## config.mk

```make
export PLATFORM = sky130hd
export DESIGN_NAME = quadrature_step_reader
export DESIGN_NICKNAME = d
export VERILOG_FILES = /design/src/design/qsr_pkg.sv /design/src/design/quadrature_step_reader.sv /design/src/design/qsr_config.sv /design/src/design/qsr_decoder.sv /design/src/design/qsr_scaler.sv
export SDC_FILE = /design/constraint.sdc
export NUM_CORES = 1
export LEC_CHECK = 0
export ABC_CLOCK_PERIOD_IN_PS = 20800
export BUFFER_PORTS_ARGS = -buffer_cell sky130_fd_sc_hd__buf_2
export CORE_MARGIN = 2
export CORE_UTILIZATION = 45
export CTS_BUF_LIST = sky130_fd_sc_hd__clkbuf_8
export DETAILED_ROUTE_END_ITERATION = 12
export PLACE_DENSITY = 0.71
export SYNTH_ARGS = -nofsm -noshare
export SYNTH_HDL_FRONTEND = slang
export SYNTH_SLANG_ARGS = --single-unit
```

## constraint.sdc

```tcl
create_clock -name clk -period 20.8 [get_ports clk]
set_input_delay 1.04 -clock clk [delete_from_list [all_inputs] [get_ports clk]]
set_output_delay 1.04 -clock clk [all_outputs]
set_load 0.01 [all_outputs]
```

## src/design/qsr_pkg.sv

```systemverilog
// Shared types, constants and helpers of the quadrature step reader.
// No dependencies; the other design files but the assertion header refer to it by scoped names.
package qsr_pkg;

    // Position counter
    localparam int CNT_BITS = 16;
    localparam logic [CNT_BITS-1:0] CNT_MID = {CNT_BITS{1'b1}} >> 2;

    // Filter run length, saturating
    localparam int RUN_BITS = 5;
    localparam logic [RUN_BITS-1:0] RUN_MAX = {RUN_BITS{1'b1}};

    // Step arithmetic widths
    localparam int STEP_BITS = 17;
    localparam int QMAG_BITS = CNT_BITS - 1;
    localparam int GAIN_BITS = 4;
    localparam int PROD_BITS = QMAG_BITS + GAIN_BITS;
    localparam int CMP_BITS  = (PROD_BITS > STEP_BITS + 1) ? PROD_BITS : STEP_BITS + 1;
    localparam int STEP_POS_LIMIT = 65535;
    localparam int STEP_NEG_LIMIT = 65536;

    // Configuration port
    localparam int CFG_IDX_BITS  = 2;
    localparam int CFG_DATA_BITS = 16;

    typedef enum logic [CFG_IDX_BITS-1:0] {
        REG_TICK_PERIOD     = 2'd0,
        REG_FILTER_SAMPLES  = 2'd1,
        REG_ACCEL_THRESHOLD = 2'd2,
        REG_ACCEL_GAIN      = 2'd3
    } cfg_reg_t;

    typedef struct packed {
        logic [15:0]          tick_period;
        logic [RUN_BITS-1:0]  filter_samples;
        logic [7:0]           accel_threshold;
        logic [GAIN_BITS-1:0] accel_gain;
    } cfg_t;

    // Raw counter read handed from the decoder to the scaler
    typedef struct packed {
        logic                due;
        logic [CNT_BITS-1:0] delta;
    } report_t;

    // Position of an ab pair along the counting-up sequence 00, 10, 11, 01
    function automatic logic [1:0] gray_index(input logic [1:0] ab);
        logic [1:0] idx;
        case (ab)
            2'b00:   idx = 2'd0;
            2'b10:   idx = 2'd1;
            2'b11:   idx = 2'd2;
            2'b01:   idx = 2'd3;
            default: idx = 2'd0;
        endcase
        return idx;
    endfunction

endpackage

```

## src/design/quadrature_step_reader.sv

```systemverilog
// Top level of the quadrature step reader: x4 decoder with polled reports.
// Depends on qsr_pkg, qsr_config, qsr_decoder and qsr_scaler.
//
//  channel  direction  handshake             payload
//  in       sink       in_valid / in_stall   phase_a, phase_b, poll_tick
//  out      source     out_valid / out_stall step_count, report_due
//  cfg      sink       cfg_write             cfg_index, cfg_data
//
// One sample is taken per cycle while in_stall is low. A sample with poll_tick
// gives one result: the decoder state and the raw counter read are registered
// first, then the scaled step lands in the output register.
// Samples without poll_tick only update the decoder state and give no result.
// in_stall rises only while both the read stage and the output register are
// full and out_stall is high. Reset needs no clearing pass.
module quadrature_step_reader (
    input  logic                               clk,
    input  logic                               rst_n,
    input  logic                               in_valid,
    output logic                               in_stall,
    input  logic                               phase_a,
    input  logic                               phase_b,
    input  logic                               poll_tick,
    output logic                               out_valid,
    input  logic                               out_stall,
    output logic signed [qsr_pkg::STEP_BITS-1:0] step_count,
    output logic                               report_due,
    input  logic                               cfg_write,
    input  logic [qsr_pkg::CFG_IDX_BITS-1:0]   cfg_index,
    input  logic [qsr_pkg::CFG_DATA_BITS-1:0]  cfg_data
);

    qsr_pkg::cfg_t    cfg;
    logic             recentre;
    logic             accept;
    logic             advance;
    qsr_pkg::report_t rep;
    qsr_pkg::report_t mid_rep_reg;
    logic             mid_valid_reg;
    logic             mid_valid_next;
    logic             out_valid_reg;
    logic             out_valid_next;
    logic signed [qsr_pkg::STEP_BITS-1:0] step;
    logic signed [qsr_pkg::STEP_BITS-1:0] step_reg;
    logic             due_reg;

    qsr_config u_config (
        .clk       (clk),
        .rst_n     (rst_n),
        .cfg_write (cfg_write),
        .cfg_index (cfg_index),
        .cfg_data  (cfg_data),
        .cfg       (cfg),
        .recentre  (recentre)
    );

    qsr_decoder u_decoder (
        .clk       (clk),
        .rst_n     (rst_n),
        .accept    (accept),
        .phase_a   (phase_a),
        .phase_b   (phase_b),
        .poll_tick (poll_tick),
        .cfg       (cfg),
        .recentre  (recentre),
        .rep       (rep)
    );

    qsr_scaler u_scaler (
        .rep  (mid_rep_reg),
        .cfg  (cfg),
        .step (step)
    );

    // Flow control: the output moves when empty or taken
    assign advance  = !out_valid_reg || !out_stall;
    assign in_stall = mid_valid_reg && !advance;
    assign accept   = in_valid && !in_stall;

    always_comb
    begin
        mid_valid_next = in_stall ? mid_valid_reg : (accept && poll_tick);
        out_valid_next = advance ? mid_valid_reg : out_valid_reg;
    end

    // Advance the valid flags
    always_ff @(posedge clk or negedge rst_n)
    begin
        if (!rst_n)
        begin
            mid_valid_reg <= 1'b0;
            out_valid_reg <= 1'b0;
        end
        else
        begin
            mid_valid_reg <= mid_valid_next;
            out_valid_reg <= out_valid_next;
        end
    end

    // Load the payload stages
    always_ff @(posedge clk)
    begin
        if (!in_stall)
        begin
            mid_rep_reg <= rep;
        end
        if (advance && mid_valid_reg)
        begin
            step_reg <= step;
            due_reg  <= mid_rep_reg.due;
        end
    end

    assign out_valid  = out_valid_reg;
    assign step_count = step_reg;
    assign report_due = due_reg;

endmodule

```

## src/design/qsr_config.sv

```systemverilog
// Configuration registers of the quadrature step reader.
// Depends on qsr_pkg for the register map and the cfg_t bundle.
module qsr_config (
    input  logic                               clk,
    input  logic                               rst_n,
    input  logic                               cfg_write,
    input  logic [qsr_pkg::CFG_IDX_BITS-1:0]   cfg_index,
    input  logic [qsr_pkg::CFG_DATA_BITS-1:0]  cfg_data,
    output qsr_pkg::cfg_t                      cfg,
    output logic                               recentre
);

    qsr_pkg::cfg_t cfg_reg;
    qsr_pkg::cfg_t cfg_next;

    // Decode the write
    always_comb
    begin
        cfg_next = cfg_reg;
        if (cfg_write)
        begin
            case (qsr_pkg::cfg_reg_t'(cfg_index))
                qsr_pkg::REG_TICK_PERIOD:     cfg_next.tick_period     = cfg_data[15:0];
                qsr_pkg::REG_FILTER_SAMPLES:  cfg_next.filter_samples  =
                    cfg_data[qsr_pkg::RUN_BITS-1:0];
                qsr_pkg::REG_ACCEL_THRESHOLD: cfg_next.accel_threshold = cfg_data[7:0];
                qsr_pkg::REG_ACCEL_GAIN:      cfg_next.accel_gain      =
                    cfg_data[qsr_pkg::GAIN_BITS-1:0];
                default:                      cfg_next = cfg_reg;
            endcase
        end
    end

    // Hold the registers
    always_ff @(posedge clk or negedge rst_n)
    begin
        if (!rst_n)
        begin
            cfg_reg.tick_period     <= 16'd0;
            cfg_reg.filter_samples  <= 5'd8;
            cfg_reg.accel_threshold <= 8'd2;
            cfg_reg.accel_gain      <= 4'd5;
        end
        else
        begin
            cfg_reg <= cfg_next;
        end
    end

    assign cfg      = cfg_reg;
    // A period write also re-centres the position counter
    assign recentre = cfg_write &&
                      (qsr_pkg::cfg_reg_t'(cfg_index) == qsr_pkg::REG_TICK_PERIOD);

endmodule

```

## src/design/qsr_decoder.sv

```systemverilog
// Phase filter, x4 position counter and poll counter of the step reader.
// Depends on qsr_pkg for widths, the midpoint and the gray index table.
module qsr_decoder (
    input  logic             clk,
    input  logic             rst_n,
    input  logic             accept,
    input  logic             phase_a,
    input  logic             phase_b,
    input  logic             poll_tick,
    input  qsr_pkg::cfg_t    cfg,
    input  logic             recentre,
    output qsr_pkg::report_t rep
);

    logic [qsr_pkg::CNT_BITS-1:0] position_reg;
    logic [qsr_pkg::CNT_BITS-1:0] position_next;
    logic [15:0]                  poll_count_reg;
    logic [15:0]                  poll_count_next;
    logic [1:0]                   stable_reg;
    logic [1:0]                   stable_next;
    logic [1:0]                   cand_reg;
    logic [1:0]                   cand_next;
    logic [qsr_pkg::RUN_BITS-1:0] run_reg;
    logic [qsr_pkg::RUN_BITS-1:0] run_next;

    logic [1:0]                   ab;
    logic                         take;
    logic [1:0]                   dir;
    logic [qsr_pkg::CNT_BITS-1:0] pos_filtered;
    logic                         due;

    assign ab = {phase_a, phase_b};

    // Advance the filter run or restart it on a new candidate
    always_comb
    begin
        if (ab == cand_reg)
        begin
            cand_next = cand_reg;
            run_next  = (run_reg == qsr_pkg::RUN_MAX) ? run_reg
                                                      : run_reg + qsr_pkg::RUN_BITS'(1);
        end
        else
        begin
            cand_next = ab;
            run_next  = qsr_pkg::RUN_BITS'(1);
        end
    end

    // Count one step per accepted single-phase change
    always_comb
    begin
        take         = (run_next >= cfg.filter_samples) && (cand_next != stable_reg);
        dir          = qsr_pkg::gray_index(cand_next) - qsr_pkg::gray_index(stable_reg);
        pos_filtered = position_reg;
        stable_next  = stable_reg;
        if (take)
        begin
            stable_next = cand_next;
            if (dir == 2'd1)
            begin
                pos_filtered = position_reg + qsr_pkg::CNT_BITS'(1);
            end
            else if (dir == 2'd3)
            begin
                pos_filtered = position_reg - qsr_pkg::CNT_BITS'(1);
            end
        end
    end

    // Handle the poll tick after counting
    always_comb
    begin
        due             = poll_tick && (poll_count_reg >= cfg.tick_period);
        poll_count_next = poll_count_reg;
        if (poll_tick)
        begin
            poll_count_next = due ? 16'd0 : poll_count_reg + 16'd1;
        end
        position_next = due ? qsr_pkg::CNT_MID : pos_filtered;
    end

    // Hold the decoder state; update it on each transfer, re-centre on a period write
    always_ff @(posedge clk or negedge rst_n)
    begin
        if (!rst_n)
        begin
            position_reg   <= qsr_pkg::CNT_MID;
            poll_count_reg <= 16'd0;
            stable_reg     <= 2'b11;
            cand_reg       <= 2'b11;
            run_reg        <= '0;
        end
        else if (accept)
        begin
            position_reg   <= recentre ? qsr_pkg::CNT_MID : position_next;
            poll_count_reg <= poll_count_next;
            stable_reg     <= stable_next;
            cand_reg       <= cand_next;
            run_reg        <= run_next;
        end
        else if (recentre)
        begin
            position_reg <= qsr_pkg::CNT_MID;
        end
    end

    assign rep.due   = due;
    assign rep.delta = pos_filtered - qsr_pkg::CNT_MID;

endmodule

```

## src/design/qsr_scaler.sv

```systemverilog
// Step scaling of the step reader: divide by four with rounding, apply the
// acceleration gain and saturate. Depends on qsr_pkg for widths and limits.
module qsr_scaler (
    input  qsr_pkg::report_t                    rep,
    input  qsr_pkg::cfg_t                       cfg,
    output logic signed [qsr_pkg::STEP_BITS-1:0] step
);

    logic                          neg;
    logic [qsr_pkg::CNT_BITS-1:0]  mag;
    logic [qsr_pkg::CNT_BITS:0]    rsum;
    logic [qsr_pkg::QMAG_BITS-1:0] qmag;
    logic                          big;
    logic [qsr_pkg::PROD_BITS-1:0] prod;
    logic [qsr_pkg::CMP_BITS-1:0]  wide;
    logic [qsr_pkg::CMP_BITS-1:0]  limit;
    logic [qsr_pkg::STEP_BITS-1:0] smag;

    // Magnitude of the delta, then round half away from zero
    always_comb
    begin
        neg  = rep.delta[qsr_pkg::CNT_BITS-1];
        mag  = neg ? (~rep.delta + qsr_pkg::CNT_BITS'(1)) : rep.delta;
        rsum = {1'b0, mag} + (qsr_pkg::CNT_BITS + 1)'(2);
        qmag = rsum[qsr_pkg::CNT_BITS:2];
    end

    // Apply the gain to large steps and clamp to the output range
    always_comb
    begin
        big   = qsr_pkg::CMP_BITS'(qmag) > qsr_pkg::CMP_BITS'(cfg.accel_threshold);
        prod  = big ? qsr_pkg::PROD_BITS'(qmag) * qsr_pkg::PROD_BITS'(cfg.accel_gain)
                    : qsr_pkg::PROD_BITS'(qmag);
        wide  = qsr_pkg::CMP_BITS'(prod);
        limit = neg ? qsr_pkg::CMP_BITS'(qsr_pkg::STEP_NEG_LIMIT)
                    : qsr_pkg::CMP_BITS'(qsr_pkg::STEP_POS_LIMIT);
        smag  = (wide > limit) ? qsr_pkg::STEP_BITS'(limit) : qsr_pkg::STEP_BITS'(wide);
        if (!rep.due)
        begin
            step = '0;
        end
        else if (neg)
        begin
            step = signed'(~smag + qsr_pkg::STEP_BITS'(1));
        end
        else
        begin
            step = signed'(smag);
        end
    end

endmodule

```

==> flow_summary.toml <==
[cells_and_area]
drive_gt1_share_pct = 11.0
area_growth_pct = 6.24
antenna_cells = 0
nNetsFinal = 1332
largest_reg_flops = 33

[synth]
syn_avg_cell_area_um2 = 8.63
syn_inst = 1182
yosys_register_bits = 111
syn_area_um2 = 10200
yosysSeqAreaShare_pct = 29.2
ys_warn_count = 0
synth_edf_count = 35
async_reset_ff_share_pct = 68.5
synth.distinct_cells = 82
synthFlopType = "dfrtp_1"

[drt]
via_per_inst = 5.76
ant_nets = 0
via_count = 8570
wl_per_cell_um = 15.7
drc = 0
drtPass1Iterations = 5
drt_iter0_markers = 807
routed_wl_um = 23400

[worst_setup_path]
endpoint_kind = "flop"
cpMostUsedCell = "inv_1"
r2r_slack_ps = 9560
ff2ff_path_depth = 38
cp-start-kind = "flop"
cp.required_ps = 21050
critPathMaxFanout = 62
cp_top_family = "compound AO/OA/AOI/OAI gates"
path_class = "reg -> reg"
r2r_end = "step_count[6]"
worst_path_max_delay_cell = "a21oi_1"
critical_path_arrival_ps = 11480
rr_startpoint = "mid_rep_reg[15]"
slowest_delay_ps = 990
crit_buf_inv = 8
cp.depth = 38

[worst_hold_path]
hp-class = "reg -> reg"
whs_path_depth = 2
min_to = "u_decoder.cand_reg[0]"
hp-start = "u_decoder.cand_reg[0]"

[clock_tree]
postCtsHoldBufs = 0
post_cts_buffers = 0
clkTransAtPathRegs_ps = 120
cts-resized-gates = 0
htree_num_levels = 3
clkLatencyLatePin_ps = 400
clock_sinks = 111
cts_max_path_buffers = 2
cts_tree = "built"
cts_made_buffers = 9
cts-root-buf = "clkbuf_8"

[placed_design]
dpl.hpwl_um = 18100
port_buffers = 45
gp_routability_congestion = 0.943

[floorplan]
coreArea_um2 = 22400
dieHeight_um = 155
std_cell_rows = 55
start_util_pct = 45.5
boundaryPins = 46
dieArea_um2 = 23900
die_width_um = 155

[grt]
antenna_found_initial = 1
grt_pass1_vias = 8060
grt_pass1_wl_um = 40000
grt_overflow = 0
grtUsageTotal_pct = 20.2
grt_max_degree = 77

[timing]
finalHoldViolCount = 0
fin_tns_setup_ps = 0
fin_worst_skew_ps = 24.0
slew-limit-headroom_pct = 16.1
fmax_mhz = 89.0
finalSetupViolCount = 0
timing.final.crit_share_pct = 54.0
finalCriticalPeriod_ps = 11240
grt_setup_unrepaired = "no"
maxSlewViolCount = 0
worst_slew_pin_slew_ps = 1260

[status]
status = "finished clean"

[run]
cap_violations = 0
==> per-layer routing <==
layer / global-route usage (%) / up-vias / part of all wire, %
li1: - / 4208 / -
met1: 29.3 / 4049 / 47
met2: 31.6 / 286 / 46
met3: 3.22 / 27 / 5.9
met5: 0 / - / 0
met4: 5.11 / 0 / 1.5
==> cell usage in the layout (no fill, tap or decap), types with 40 or more instances in the layout <==
cell / n
xnor2_1: 48
and2_1: 42
buf_2: 44
nand2_1: 115
a21oi_1: 57
ha_1: 81
dfrtp_1: 54
xor2_1: 40
inv_1: 112
o21ai_0: 64
nor2_1: 75
==> tightest hold or removal path, stage by stage, from the launching register on <==
cell	delay, ps
dfstp_2	400
nand2_1	50
nand2_1	50
==> cell usage after synthesis, drive strengths merged (4+ instances only) <==
master | number | area [um2]
or3 | 14 | 87.6
nor3b | 4 | 30.0
a31oi | 5 | 31.3
mux2i | 13 | 134
nand2b | 12 | 75.1
and3 | 9 | 56.3
o311a | 5 | 50.1
or4 | 7 | 52.6
dfrtp | 54 | 1350
buf | 8 | 52.6
o22ai | 4 | 25.0
xor2 | 40 | 350
nand3b | 4 | 30.0
a21oi | 57 | 285
fa | 26 | 521
a21o | 24 | 180
mux2 | 23 | 263
nor4 | 17 | 128
xnor2 | 48 | 420
a211oi | 16 | 130
and2 | 43 | 269
nand4 | 13 | 81.3
o21bai | 4 | 30.0
nor2 | 75 | 282
nor3 | 39 | 195
nor2b | 16 | 100
dfstp | 22 | 578
o31a | 5 | 43.8
o211ai | 10 | 75.1
a311oi | 5 | 43.8
ha | 81 | 1010
clkbuf | 40 | 150
inv | 112 | 420
a2111oi | 4 | 47.6
edfxtp | 35 | 1050
o21ai | 67 | 347
nand2 | 116 | 443
o21a | 7 | 52.6
nand3 | 31 | 155
o31ai | 14 | 105
==> cell families (layout without fill, tap and decap cells) <==
family / after synthesis / after routing / share of synthesized area, %
AOI/OAI and AO/OA: 261 / 261 / 17.2
xor gates and xnor gates: 88 / 88 / 7.55
adders and majority gates: 107 / 107 / 15.0
buffers and inverters: 160 / 180 / 6.11
DFF: 111 / 111 / 29.2
muxes: 36 / 36 / 3.89
other: 2 / 4 / 0.0736
and+or+nand+nor: 417 / 417 / 20.9
==> layout make-up <==
type,instances,area [um2]
inverter,112,420
clock inverter,7,62.6
tap,285,357
fill,2171,11600
clock buffer,9,124
sequential,111,2980
multi-input combinational,913,6620
timing repair buffer,52,280
==> through the flow <==
stage | utilization, % | instances | hold WS (ps) | worst slack, ps | cell area [um2]
6_report | 48.3 | 1489 | 479 | 9560 | 10800
3_5_place_dp | 47.5 | 1473 | 463 | 9860 | 10700
2_1_floorplan | - | 1184 | 443 | 11050 | 10200
4_1_cts | 48.3 | 1489 | 482 | 9820 | 10800
5_1_grt | 48.3 | 1489 | 506 | 8710 | 10800
3_3_place_gp | 47.5 | 1473 | 453 | 10190 | 10700
==> how the worst max path moves through the flow <==
stage,slack [ps],startpoint,end
global route,8710,mid_rep_reg[15],step_count[6]
CTS,9820,mid_rep_reg[15],step_count[6]
finish,9560,mid_rep_reg[15],step_count[6]
detailed placement,9860,mid_rep_reg[15],step_count[6]
global placement,10190,mid_rep_reg[15],step_count[6]
floorplan,11050,mid_rep_reg[15],step_count[6]
Power is not shown: default switching activity piles up to over one toggle a cycle in this logic, so the estimate is an artifact.
